===== src/hw/rtl/pcx_rle_pkg.sv =====
// ---------------------------------------------------------------------------
// pcx_rle_pkg
// Constants and types shared by the pcx run-length encoder files.
// ---------------------------------------------------------------------------
`default_nettype none

package pcx_rle_pkg;

   localparam int unsigned VALUE_W  = 8;
   localparam int unsigned COUNT_W  = 6;
   localparam int unsigned MAX_BYTES = 4;
   localparam int unsigned SLOT_W   = $clog2(MAX_BYTES);
   localparam int unsigned FILL_W   = $clog2(MAX_BYTES + 1);

   localparam logic [COUNT_W-1:0] RUN_MAX       = 6'd63;
   localparam logic [VALUE_W-1:0] RUN_FLAG      = 8'hC0;
   localparam logic [VALUE_W-1:0] LITERAL_LIMIT = 8'd64;

   typedef logic [VALUE_W-1:0] byte_type;

   // one closed run as it goes out: one or two bytes
   typedef struct packed {
      logic [1:0] len;
      byte_type   first;
      byte_type   second;
   } run_bytes_type;

endpackage

`default_nettype wire


===== src/hw/rtl/pcx_rle_encoder_top.sv =====
// ---------------------------------------------------------------------------
// pcx_rle_encoder_top
// Run-length encoder for 8-bit scan line pixels, pcx style byte output.
// ---------------------------------------------------------------------------
// the first byte of a transaction shows in the cycle after acceptance
// up to four bytes per pixel drain from the result buffer one by one; each
//    byte stays offered while rsp_stall is high
// a new pixel is taken when the buffer is empty or in the same cycle its last byte is taken
// reset: synchronous, clears the open run and empties the result buffer
`default_nettype none

module pcx_rle_encoder_top (
   input  wire logic       clock,
   input  wire logic       reset,
   input  wire logic       req_valid,
   output      logic       req_stall,
   input  wire logic [7:0] req_pixel,
   input  wire logic       req_line_end,
   output      logic       rsp_valid,
   input  wire logic       rsp_stall,
   output      logic [7:0] rsp_code_byte,
   output      logic       rsp_last_of_item,
   output      logic       rsp_closes_line
);

   pcx_rle_pkg::byte_type                       run_value_ff, run_value_in;
   logic [pcx_rle_pkg::COUNT_W-1:0]             run_count_ff, run_count_in;
   pcx_rle_pkg::byte_type                       buf_ff [pcx_rle_pkg::MAX_BYTES];
   pcx_rle_pkg::byte_type                       buf_in [pcx_rle_pkg::MAX_BYTES];
   logic [pcx_rle_pkg::FILL_W-1:0]              fill_ff, fill_in;
   logic [pcx_rle_pkg::SLOT_W-1:0]              slot_ff;
   logic                                        eol_ff;

   pcx_rle_pkg::run_bytes_type                  old_run, new_run;
   logic                                        flush_old, flush_new;
   pcx_rle_pkg::byte_type                       next_value;
   logic [pcx_rle_pkg::COUNT_W-1:0]             next_count;
   logic                                        req_take, rsp_take, at_last;

   function automatic pcx_rle_pkg::run_bytes_type send_run(
      input pcx_rle_pkg::byte_type          v,
      input logic [pcx_rle_pkg::COUNT_W-1:0] c
   );
      pcx_rle_pkg::run_bytes_type r;
      if (c == pcx_rle_pkg::COUNT_W'(1) && v < pcx_rle_pkg::LITERAL_LIMIT) begin
         r.len    = 2'd1;
         r.first  = v;
         r.second = v;
      end else begin
         r.len    = 2'd2;
         r.first  = pcx_rle_pkg::RUN_FLAG | {2'b00, c};
         r.second = v;
      end
      return r;
   endfunction

   // handshake
   assign at_last   = ({1'b0, slot_ff} + pcx_rle_pkg::FILL_W'(1)) == fill_ff;
   assign rsp_valid = fill_ff != '0;
   assign rsp_take  = rsp_valid && !rsp_stall;
   assign req_stall = rsp_valid && !(rsp_take && at_last);
   assign req_take  = req_valid && !req_stall;

   assign rsp_code_byte    = buf_ff[slot_ff];
   assign rsp_last_of_item = at_last;
   assign rsp_closes_line  = at_last && eol_ff;

   // run tracking and byte assembly
   always_comb begin
      flush_old = run_count_ff != '0 && req_pixel != run_value_ff;
      old_run   = send_run(run_value_ff, run_count_ff);
      if (!flush_old) begin
         old_run.len = 2'd0;
      end

      if (run_count_ff == '0 || flush_old) begin
         next_value = req_pixel;
         next_count = pcx_rle_pkg::COUNT_W'(1);
      end else begin
         next_value = run_value_ff;
         next_count = run_count_ff + pcx_rle_pkg::COUNT_W'(1);
      end

      flush_new = next_count == pcx_rle_pkg::RUN_MAX || req_line_end;
      new_run   = send_run(next_value, next_count);
      if (!flush_new) begin
         new_run.len = 2'd0;
      end

      run_value_in = next_value;
      run_count_in = flush_new ? '0 : next_count;

      buf_in[3] = new_run.second;
      unique case (old_run.len)
         2'd2: begin
            buf_in[0] = old_run.first;
            buf_in[1] = old_run.second;
            buf_in[2] = new_run.first;
         end
         2'd1: begin
            buf_in[0] = old_run.first;
            buf_in[1] = new_run.first;
            buf_in[2] = new_run.second;
         end
         default: begin
            buf_in[0] = new_run.first;
            buf_in[1] = new_run.second;
            buf_in[2] = new_run.second;
         end
      endcase
      fill_in = pcx_rle_pkg::FILL_W'(old_run.len) + pcx_rle_pkg::FILL_W'(new_run.len);
   end

   always_ff @(posedge clock) begin
      if (reset) begin
         run_value_ff <= '0;
         run_count_ff <= '0;
         fill_ff      <= '0;
         slot_ff      <= '0;
      end else if (req_take) begin
         run_value_ff <= run_value_in;
         run_count_ff <= run_count_in;
         fill_ff      <= fill_in;
         slot_ff      <= '0;
      end else if (rsp_take) begin
         if (at_last) begin
            fill_ff <= '0;
            slot_ff <= '0;
         end else begin
            slot_ff <= slot_ff + pcx_rle_pkg::SLOT_W'(1);
         end
      end
   end

   always_ff @(posedge clock) begin
      if (req_take) begin
         buf_ff <= buf_in;
         eol_ff <= req_line_end;
      end
   end

endmodule

`default_nettype wire


===== config.mk =====
export PLATFORM = sky130hd
export DESIGN_NAME = pcx_rle_encoder_top
export DESIGN_NICKNAME = d
export VERILOG_FILES = /design/src/hw/rtl/pcx_rle_pkg.sv /design/src/hw/rtl/pcx_rle_encoder_top.sv
export SDC_FILE = /design/constraint.sdc
export NUM_CORES = 1
export LEC_CHECK = 0
export BUFFER_PORTS_ARGS = -buffer_cell sky130_fd_sc_hd__buf_2
export CORE_ASPECT_RATIO = 0.9
export CORE_MARGIN = 2
export CORE_UTILIZATION = 60
export DETAILED_ROUTE_END_ITERATION = 8
export PLACE_DENSITY_LB_ADDON = 0.05
export SLEW_MARGIN = 20
export SYNTH_ARGS = -nofsm -noshare
export SYNTH_HDL_FRONTEND = slang
export SYNTH_SLANG_ARGS = --single-unit

===== constraint.sdc =====
create_clock -name clock -period 3.35 [get_ports clock]
set_clock_uncertainty 0.05 [all_clocks]
set_input_delay 0.335 -clock clock [delete_from_list [all_inputs] [get_ports clock]]
set_output_delay 0.335 -clock clock [all_outputs]
set_load 0.01 [all_outputs]

==> flow_summary.json, run 1 <==
{
  "core-area_um2": 4805,
  "cts_setup_buffers": 0,
  "reg2regPathDepth": 10,
  "grt_max_degree": 48,
  "endpoint_kind": "register",
  "crit_chain": "ha_1 > nand3_1 > xor2_1 > and4b_1 > a21oi_4 > nor2_1 > ha_1 > fa_1 > a22oi_1 > nor2_1",
  "via_count": 2140,
  "synth-async-reset-ratio": 0,
  "setup_viol": 0,
  "power_frac_comb": 0.202,
  "crit_cells": 10,
  "synth.distinct_cells": 59,
  "min_path_cells": 1,
  "cts-htree-levels": 2,
  "gr-total-overflow": 0,
  "slew_headroom": 0.6236,
  "cts_tree": "done",
  "crit_fanout": 19,
  "root_buffer": "clkbuf_8",
  "ctsResizeCount": 0,
  "total_leakage_power_uw": 0.001197,
  "crit_buf_inv": 0,
  "crit_type": "register to register",
  "wl_mm": 6.534,
  "p_int_uw": 1098,
  "syn_area_um2": 2973,
  "drt_iter0_drc": 156,
  "start_util": 0.6187,
  "status": "completed",
  "grt_pass1_wl_mm": 10.49,
  "drv_cap": 0,
  "synth_nets": 284,
  "final_nets": 301,
  "critPathArrivalTime_ns": 3.22,
  "ios": 25,
  "via_per_inst": 6.149,
  "die-area_um2": 5534,
  "tns_ns": 0,
  "drv_slew": 0,
  "finalHoldViolations": 0,
  "timing.fmax_mhz": 325.1,
  "worst_path_largest_cell_delay_ns": 0.58,
  "place_worst_setup_slack_ns": 0.3392,
  "crit_required_ns": 3.50,
  "critical_path.top_delay_family": "adder cells",
  "synth_cells": 265,
  "clkSinkCount": 52,
  "ys_seq_area_frac": 0.4613,
  "p_sw_frac": 0.2805,
  "synth_ff_type": "edfxtp_1",
  "power.total_uw": 1525,
  "fp.dieH_um": 70.78,
  "cp_slowest_cell": "dfxtp_1",
  "die_w_um": 78.20,
  "num_rows": 24,
  "worstMarginPinSlew_ns": 0.5646,
  "globalplace.congestion": 0.9828,
  "cp-start-kind": "register",
  "synth_warnings": 0,
  "min_path_type": "input pin to register",
  "min_period_ns": 3.076,
  "final_antenna_net_count": 0,
  "grt_usage": 0.2517,
  "clk_latency_ns": 0.31,
  "syn_avg_cell_area_um2": 11.22,
  "dr.pass1.iters": 4,
  "final.period_utilization": 0.9182,
  "clkPwrFrac": 0.285,
  "io_buffer_count": 24,
  "drcViolationCount": 0,
  "antenna_found_initial": 0,
  "seqPwrFrac": 0.513,
  "rsz0062_at_grt": "no",
  "p_switching_uw": 427.8,
  "fin_ws_ns": 0.2739,
  "irDropWorstVdd_mv": 0.2340,
  "synth_seq_cells": 52,
  "synth_edf_count": 33,
  "cts_buffers": 5,
  "p_per_area_nw_per_um2": 471.1,
  "diodes": 0,
  "finalHoldWorstSlack_ns": 0.1830,
  "post_drt_wl_per_cell_um": 18.78,
  "grt_pass1_vias": 2026,
  "dp_hpwl_mm": 4.452,
  "clk_path_buf_depth": 2,
  "drive_above_1_share": 0.2473,
  "area_growth_pct": 8.923,
  "cts_hold_buf": 0,
  "path_clk_slew_ns": 0.09
}
[power groups by stage]
stage | sequential, µW | combinational (µW) | clock (µW)
6_report | 782 | 309 | 435
5_1_grt | 788 | 339 | 458
4_1_cts | 782 | 308 | 438
3_5_place_dp | 797 | 307 | 0
3_3_place_gp | 794 | 302 | 0
2_1_floorplan | 785 | 228 | 0
[layout by cell type, fill, tap and decap left out, drive strengths merged, types with 2 or more instances in the layout]
master	Yosys	routed
a2bb2oi	3	3
nand2b	4	4
xor2	12	12
a22o	2	2
xnor2	2	2
nand2	30	30
o311ai	2	2
o2bb2ai	4	4
a21o	6	6
or3	2	2
o21a	3	3
mux4	8	8
clkbuf	11	5
nand3	5	5
dfxtp	19	19
mux2i	6	6
mux2	4	4
inv	8	8
nand4	2	2
nor3	6	6
nor4	7	7
edfxtp	33	33
buf	11	32
nor2	12	12
a31oi	4	4
o21ai	6	6
a311oi	2	2
a21boi	4	4
a21oi	18	18
and2	8	8
a22oi	3	3
ha	5	5
a2111oi	3	3
[through the flow]
| step | instances | area [µm²] | utilization |
|---|---|---|---|
| floorplan | 265 | 2973 | - |
| global placement | 340 | 3127 | 0.6508 |
| detailed placement | 340 | 3127 | 0.6508 |
| CTS | 348 | 3238 | 0.6740 |
| global route | 348 | 3238 | 0.6740 |
| finish | 348 | 3238 | 0.6740 |
[flip-flops by register name (all words and copies together), names as in the netlist]
name          flops
buf_ff           32
eol_ff            1
fill_ff           3
run_count_ff      6
run_value_ff      8
slot_ff           2
[Yosys cell counts (6+ instances only)]
| library cell | n | share of area |
|---|---|---|
| inv_1 | 8 | 0.010 |
| dfxtp_1 | 19 | 0.13 |
| clkbuf_1 | 11 | 0.014 |
| and2_1 | 7 | 0.015 |
| a21oi_1 | 17 | 0.029 |
| nand2_1 | 29 | 0.037 |
| nor2_1 | 12 | 0.015 |
| a21o_1 | 6 | 0.015 |
| mux4_2 | 8 | 0.061 |
| edfxtp_1 | 33 | 0.33 |
| xor2_1 | 11 | 0.032 |
| mux2i_1 | 6 | 0.020 |
[cell families after synthesis]
group                    share of synthesized area
AO/OA/AOI/OAI                               0.1696
adder cells (fa/ha/maj)                    0.02778
AND/OR/NAND/NOR                             0.1540
multiplexers                               0.09722
flip-flops                                  0.4613
buffers and inverters                      0.04630
XOR/XNOR                                   0.04377
[routing by layer]
metal | vias to the layer above | track usage | share of wire
met4 | 0 | 0.08382 | 0.018
li1 | 1019 | - | -
met3 | 10 | 0.03954 | 0.059
met1 | 1030 | 0.3516 | 0.44
met2 | 81 | 0.4080 | 0.48
met5 | - | 0 | 0
[path summary, 6_finish.rpt]
kind / start / endpoint / slack (ns)
worst max-delay path: run_count_ff[0]$_SDFFE_PP0P_ / fill_ff[1]$_SDFFE_PP0P_ / 0.27
worst min-delay path: req_line_end / eol_ff$_DFFE_PP_ / 0.18
worst max register to register: run_count_ff[0]$_SDFFE_PP0P_ / fill_ff[1]$_SDFFE_PP0P_ / 0.27
worst min register to register: run_value_ff[3]$_SDFFE_PP0P_ / run_value_ff[3]$_SDFFE_PP0P_ / 0.46
[cell type report]
type / instances / area [µm²]
Clock buffer: 5 / 68.82
Inverter: 8 / 30.03
Sequential cell: 52 / 1371
Fill cell: 370 / 1567
Timing Repair Buffer: 32 / 180.2
Clock inverter: 3 / 42.54
Multi-Input combinational cell: 183 / 1464
Tap cell: 65 / 81.33
(Power assumes the default switching activity.)
==> run 2: changes to the inputs <==
- SLEW_MARGIN: 20 -> not set
- clock period: 3.35 -> 3.2 ns (I/O delays scaled with it)
==> flow_summary.json, run 2 (synthesized netlist as in run 1, its figures left out) <==
{
  "antenna_found_initial": 0,
  "ctsResizeCount": 0,
  "dp_hpwl_mm": 4.355,
  "die_w_um": 78.20,
  "seqPwrFrac": 0.517,
  "crit_buf_inv": 0,
  "critPathArrivalTime_ns": 3.07,
  "gr-total-overflow": 0,
  "critical_path.top_delay_family": "adder cells",
  "final_common_cell": "edfxtp_1",
  "grt_max_degree": 48,
  "clkSinkCount": 52,
  "largest_reg_flops": 32,
  "fin_util": 0.6747,
  "crit_type": "register to register",
  "setup.worst_path.start": "run_count_ff[0]$_SDFFE_PP0P_",
  "fin_area_um2": 3242,
  "die-area_um2": 5534,
  "num_rows": 24,
  "drt_iter0_drc": 158,
  "power_frac_comb": 0.206,
  "final_antenna_net_count": 0,
  "fp.dieH_um": 70.78,
  "slew_headroom": 0.6183,
  "cp_slowest_cell": "dfxtp_1",
  "cts_buffers": 5,
  "root_buffer": "clkbuf_8",
  "drv_cap": 0,
  "clk_latency_ns": 0.30,
  "top_regs": "buf_ff x32, run_value_ff x8, run_count_ff x6",
  "irDropWorstVdd_mv": 0.3229,
  "final.period_utilization": 0.9147,
  "cp-start-kind": "register",
  "fin_ws_ns": 0.2729,
  "core-area_um2": 4805,
  "min_path_type": "input pin to register",
  "cts_hold_buf": 0,
  "grt_pass1_vias": 2030,
  "drv_slew": 0,
  "via_per_inst": 6.011,
  "crit_chain": "ha_1 > xor2_1 > nand3_1 > a2111oi_4 > a31oi_1 > nor2_1 > ha_1 > fa_1 > a22oi_1 > nor2_1",
  "rsz0062_at_grt": "no",
  "setup_viol": 0,
  "finalHoldViolations": 0,
  "path_clk_slew_ns": 0.09,
  "wl_mm": 6.352,
  "place_worst_setup_slack_ns": 0.2914,
  "start_util": 0.6187,
  "crit_fanout": 10,
  "area_growth_pct": 9.049,
  "top_register": "buf_ff",
  "diodes": 0,
  "grt_usage": 0.2448,
  "fill_cells": 379,
  "tns_ns": 0,
  "min_from": "req_line_end",
  "ios": 25,
  "post_drt_wl_per_cell_um": 18.20,
  "final_cell_mix": "edfxtp_1, nand2_1, buf_2",
  "cts_setup_buffers": 0,
  "dpl-instance-area_um2": 3134,
  "via_count": 2098,
  "drcViolationCount": 0,
  "rr_startpoint": "run_count_ff[0]$_SDFFE_PP0P_",
  "worst_path_largest_cell_delay_ns": 0.58,
  "cts_tree": "done",
  "timing.fmax_mhz": 341.6,
  "grt_pass1_wl_mm": 10.29,
  "endpoint_kind": "register",
  "status": "completed",
  "dr.pass1.iters": 4,
  "io_buffer_count": 24,
  "crit_required_ns": 3.34,
  "clkPwrFrac": 0.277,
  "final_nets": 302,
  "p_int_uw": 1152,
  "clk_path_buf_depth": 2,
  "drive_above_1_share": 0.2465,
  "p_sw_frac": 0.2715,
  "cts-htree-levels": 2,
  "worstMarginPinSlew_ns": 0.5725,
  "total_leakage_power_uw": 0.001202,
  "min_period_ns": 2.927,
  "p_switching_uw": 429.4,
  "globalplace.congestion": 0.9238,
  "p_per_area_nw_per_um2": 487.8,
  "regToRegSetupSlack_ns": 0.27
}
-- run 2: worst paths after layout --
kind / endpoint / cells after the start
worst max-delay path: fill_ff[1]$_SDFFE_PP0P_ / 10
worst min register to register: run_value_ff[1]$_SDFFE_PP0P_ / 2
worst max register to register: fill_ff[1]$_SDFFE_PP0P_ / 10
worst min-delay path: eol_ff$_DFFE_PP_ / 1
-- run 2: power groups by stage --
stage / logic (µW) / clock network, µW / registers [µW]
CTS: 326 / 440 / 818
floorplan: 239 / 0 / 822
detailed placement: 325 / 0 / 834
global placement: 320 / 0 / 831
global route: 355 / 467 / 824
finish: 326 / 438 / 817
-- run 2: final cells by class --
type                            count  area (µm²)  share of cell area
Multi-Input combinational cell    183        1464              0.4516
Sequential cell                    52        1371              0.4230
Timing Repair Buffer               33       187.7             0.05789
Tap cell                           65       81.33             0.02509
Clock buffer                        6       72.57             0.02239
Clock inverter                      2       35.03             0.01081
Inverter                            8       30.03            0.009263
-- run 2: stage by stage --
stage	hold slack, ns	total power (µW)	std cells
2_1_floorplan	0.3689	1061	265
3_3_place_gp	0.4335	1150	341
3_5_place_dp	0.4378	1159	341
4_1_cts	0.1776	1585	349
5_1_grt	0.1679	1646	349
6_report	0.1775	1582	349
-- run 2: metal layers --
| layer | vias to the layer above | wire length (µm) | global-route usage |
|---|---|---|---|
| li1 | 1015 | - | - |
| met1 | 1025 | 2878 | 0.3490 |
| met2 | 50 | 3061 | 0.3860 |
| met3 | 8 | 342 | 0.04337 |
| met4 | 0 | 70 | 0.07992 |
| met5 | - | 0 | 0 |
==> run 3: changes to the inputs <==
- MAX_ROUTING_LAYER: not set -> met4
==> flow_summary.json, run 3 (synthesized netlist as in run 1, its figures left out) <==
{
  "gr-total-overflow": 0,
  "clkSinkCount": 52,
  "clk_path_buf_depth": 2,
  "crit_type": "register to register",
  "via_per_inst": 5.952,
  "drcViolationCount": 0,
  "crit_fanout": 10,
  "place_worst_setup_slack_ns": 0.3196,
  "rsz0062_at_grt": "no",
  "cts-htree-levels": 2,
  "cts_hold_buf": 0,
  "grt_pass1_vias": 2000,
  "fin_ws_ns": 0.3125,
  "die-area_um2": 5534,
  "timing.fmax_mhz": 346.3,
  "ctsResizeCount": 0,
  "drive_above_1_share": 0.2552,
  "irDropWorstVdd_mv": 0.2400,
  "clk_latency_ns": 0.30,
  "core-area_um2": 4805,
  "io_buffer_count": 24,
  "post_drt_wl_per_cell_um": 17.44,
  "root_buffer": "clkbuf_8",
  "crit_buf_inv": 0,
  "clkPwrFrac": 0.248,
  "final_common_cell": "edfxtp_1",
  "p_sw_frac": 0.2796,
  "num_rows": 24,
  "top_register": "buf_ff",
  "area_growth_pct": 9.049,
  "largest_reg_flops": 32,
  "drv_slew": 0,
  "grt_pass1_wl_mm": 10.07,
  "dp_hpwl_mm": 4.268,
  "p_int_uw": 1094,
  "cts_buffers": 5,
  "status": "completed",
  "crit_required_ns": 3.33,
  "top_regs": "buf_ff x32, run_value_ff x8, run_count_ff x6",
  "die_w_um": 78.20,
  "final_antenna_net_count": 0,
  "min_path_type": "input pin to register",
  "finalHoldViolations": 0,
  "fp.dieH_um": 70.78,
  "dr.pass1.iters": 4,
  "min_period_ns": 2.887,
  "endpoint_kind": "register",
  "ios": 25,
  "setup_viol": 0,
  "power_frac_comb": 0.214,
  "p_per_area_nw_per_um2": 468.5,
  "cts_setup_buffers": 0,
  "cts_tree": "done",
  "worstMarginPinSlew_ns": 0.5634,
  "critPathArrivalTime_ns": 3.02,
  "final_cell_mix": "edfxtp_1, nand2_1, buf_2",
  "globalplace.congestion": 0.9570,
  "cp-start-kind": "register",
  "total_leakage_power_uw": 0.001208,
  "cp_slowest_cell": "dfxtp_1",
  "start_util": 0.6187,
  "worst_path_largest_cell_delay_ns": 0.57,
  "final.period_utilization": 0.9023,
  "tns_ns": 0,
  "p_switching_uw": 424.6,
  "wl_mm": 6.120,
  "drt_iter0_drc": 130,
  "grt_usage": 0.2459,
  "slew_headroom": 0.6244,
  "grt_max_degree": 48,
  "via_count": 2089,
  "critical_path.top_delay_family": "adder cells",
  "path_clk_slew_ns": 0.09,
  "diodes": 0,
  "antenna_found_initial": 0,
  "seqPwrFrac": 0.538,
  "crit_chain": "ha_1 > xor2_1 > nand3_1 > a2111oi_4 > a31oi_1 > nor2_1 > ha_1 > fa_1 > a22oi_1 > nor2_1",
  "final_nets": 304,
  "drv_cap": 0
}
-- run 3: cell types whose count changed in the layout (fill, tap and decap cells not counted) --
cell,delta
clkinv_2,+1
clkbuf_1,-1
bufinv_16,-1
buf_4,+2
clkbuf_8,+1
-- run 3: worst reg2reg max path: cells and delay by family, from the launching register on --
family | cells | cell delay [ns]
flops | 1 | 0.57
compound gates | 3 | 0.70
simple gates | 3 | 0.34
xor+xnor | 1 | 0.28
fa+ha+maj | 3 | 0.84
-- run 3: stage by stage --
stage	power, µW	std cells	hold WS [ns]	instance area, µm²	util
floorplan	1061	265	0.3689	2973	-
global placement	1153	343	0.4327	3149	0.6555
detailed placement	1159	343	0.4422	3149	0.6555
CTS	1535	351	0.1813	3242	0.6747
global route	1593	351	0.1754	3242	0.6747
finish	1519	351	0.1904	3242	0.6747
-- run 3: worst paths after layout --
path	start	endpoint	slack, ns	depth (start not counted)
worst min register to register	run_value_ff[1]$_SDFFE_PP0P_	run_value_ff[1]$_SDFFE_PP0P_	0.45	2
worst max register to register	run_count_ff[0]$_SDFFE_PP0P_	fill_ff[1]$_SDFFE_PP0P_	0.31	10
worst min-delay path	req_line_end	eol_ff$_DFFE_PP_	0.19	1
worst max-delay path	run_count_ff[0]$_SDFFE_PP0P_	fill_ff[1]$_SDFFE_PP0P_	0.31	10
-- run 3: cell type report --
type	count	area, µm²
Fill cell	372	1563
Multi-Input combinational cell	183	1464
Sequential cell	52	1371
Timing Repair Buffer	35	202.7
Clock buffer	6	82.58
Tap cell	65	81.33
Inverter	8	30.03
Clock inverter	2	10.01
-- run 3: per-layer routing --
layer	part of all wire	GRT usage
met1	0.46	0.3453
met2	0.45	0.3611
met5	0	-
met4	0.034	0.1189
met3	0.051	0.02679
-- run 3: power groups by stage --
stage / Combinational [µW] / Clock [µW] / Sequential (µW)
2_1_floorplan: 239 / 0 / 822
5_1_grt: 356 / 413 / 825
3_3_place_gp: 322 / 0 / 831
3_5_place_dp: 326 / 0 / 833
4_1_cts: 327 / 390 / 818
6_report: 324 / 377 / 817
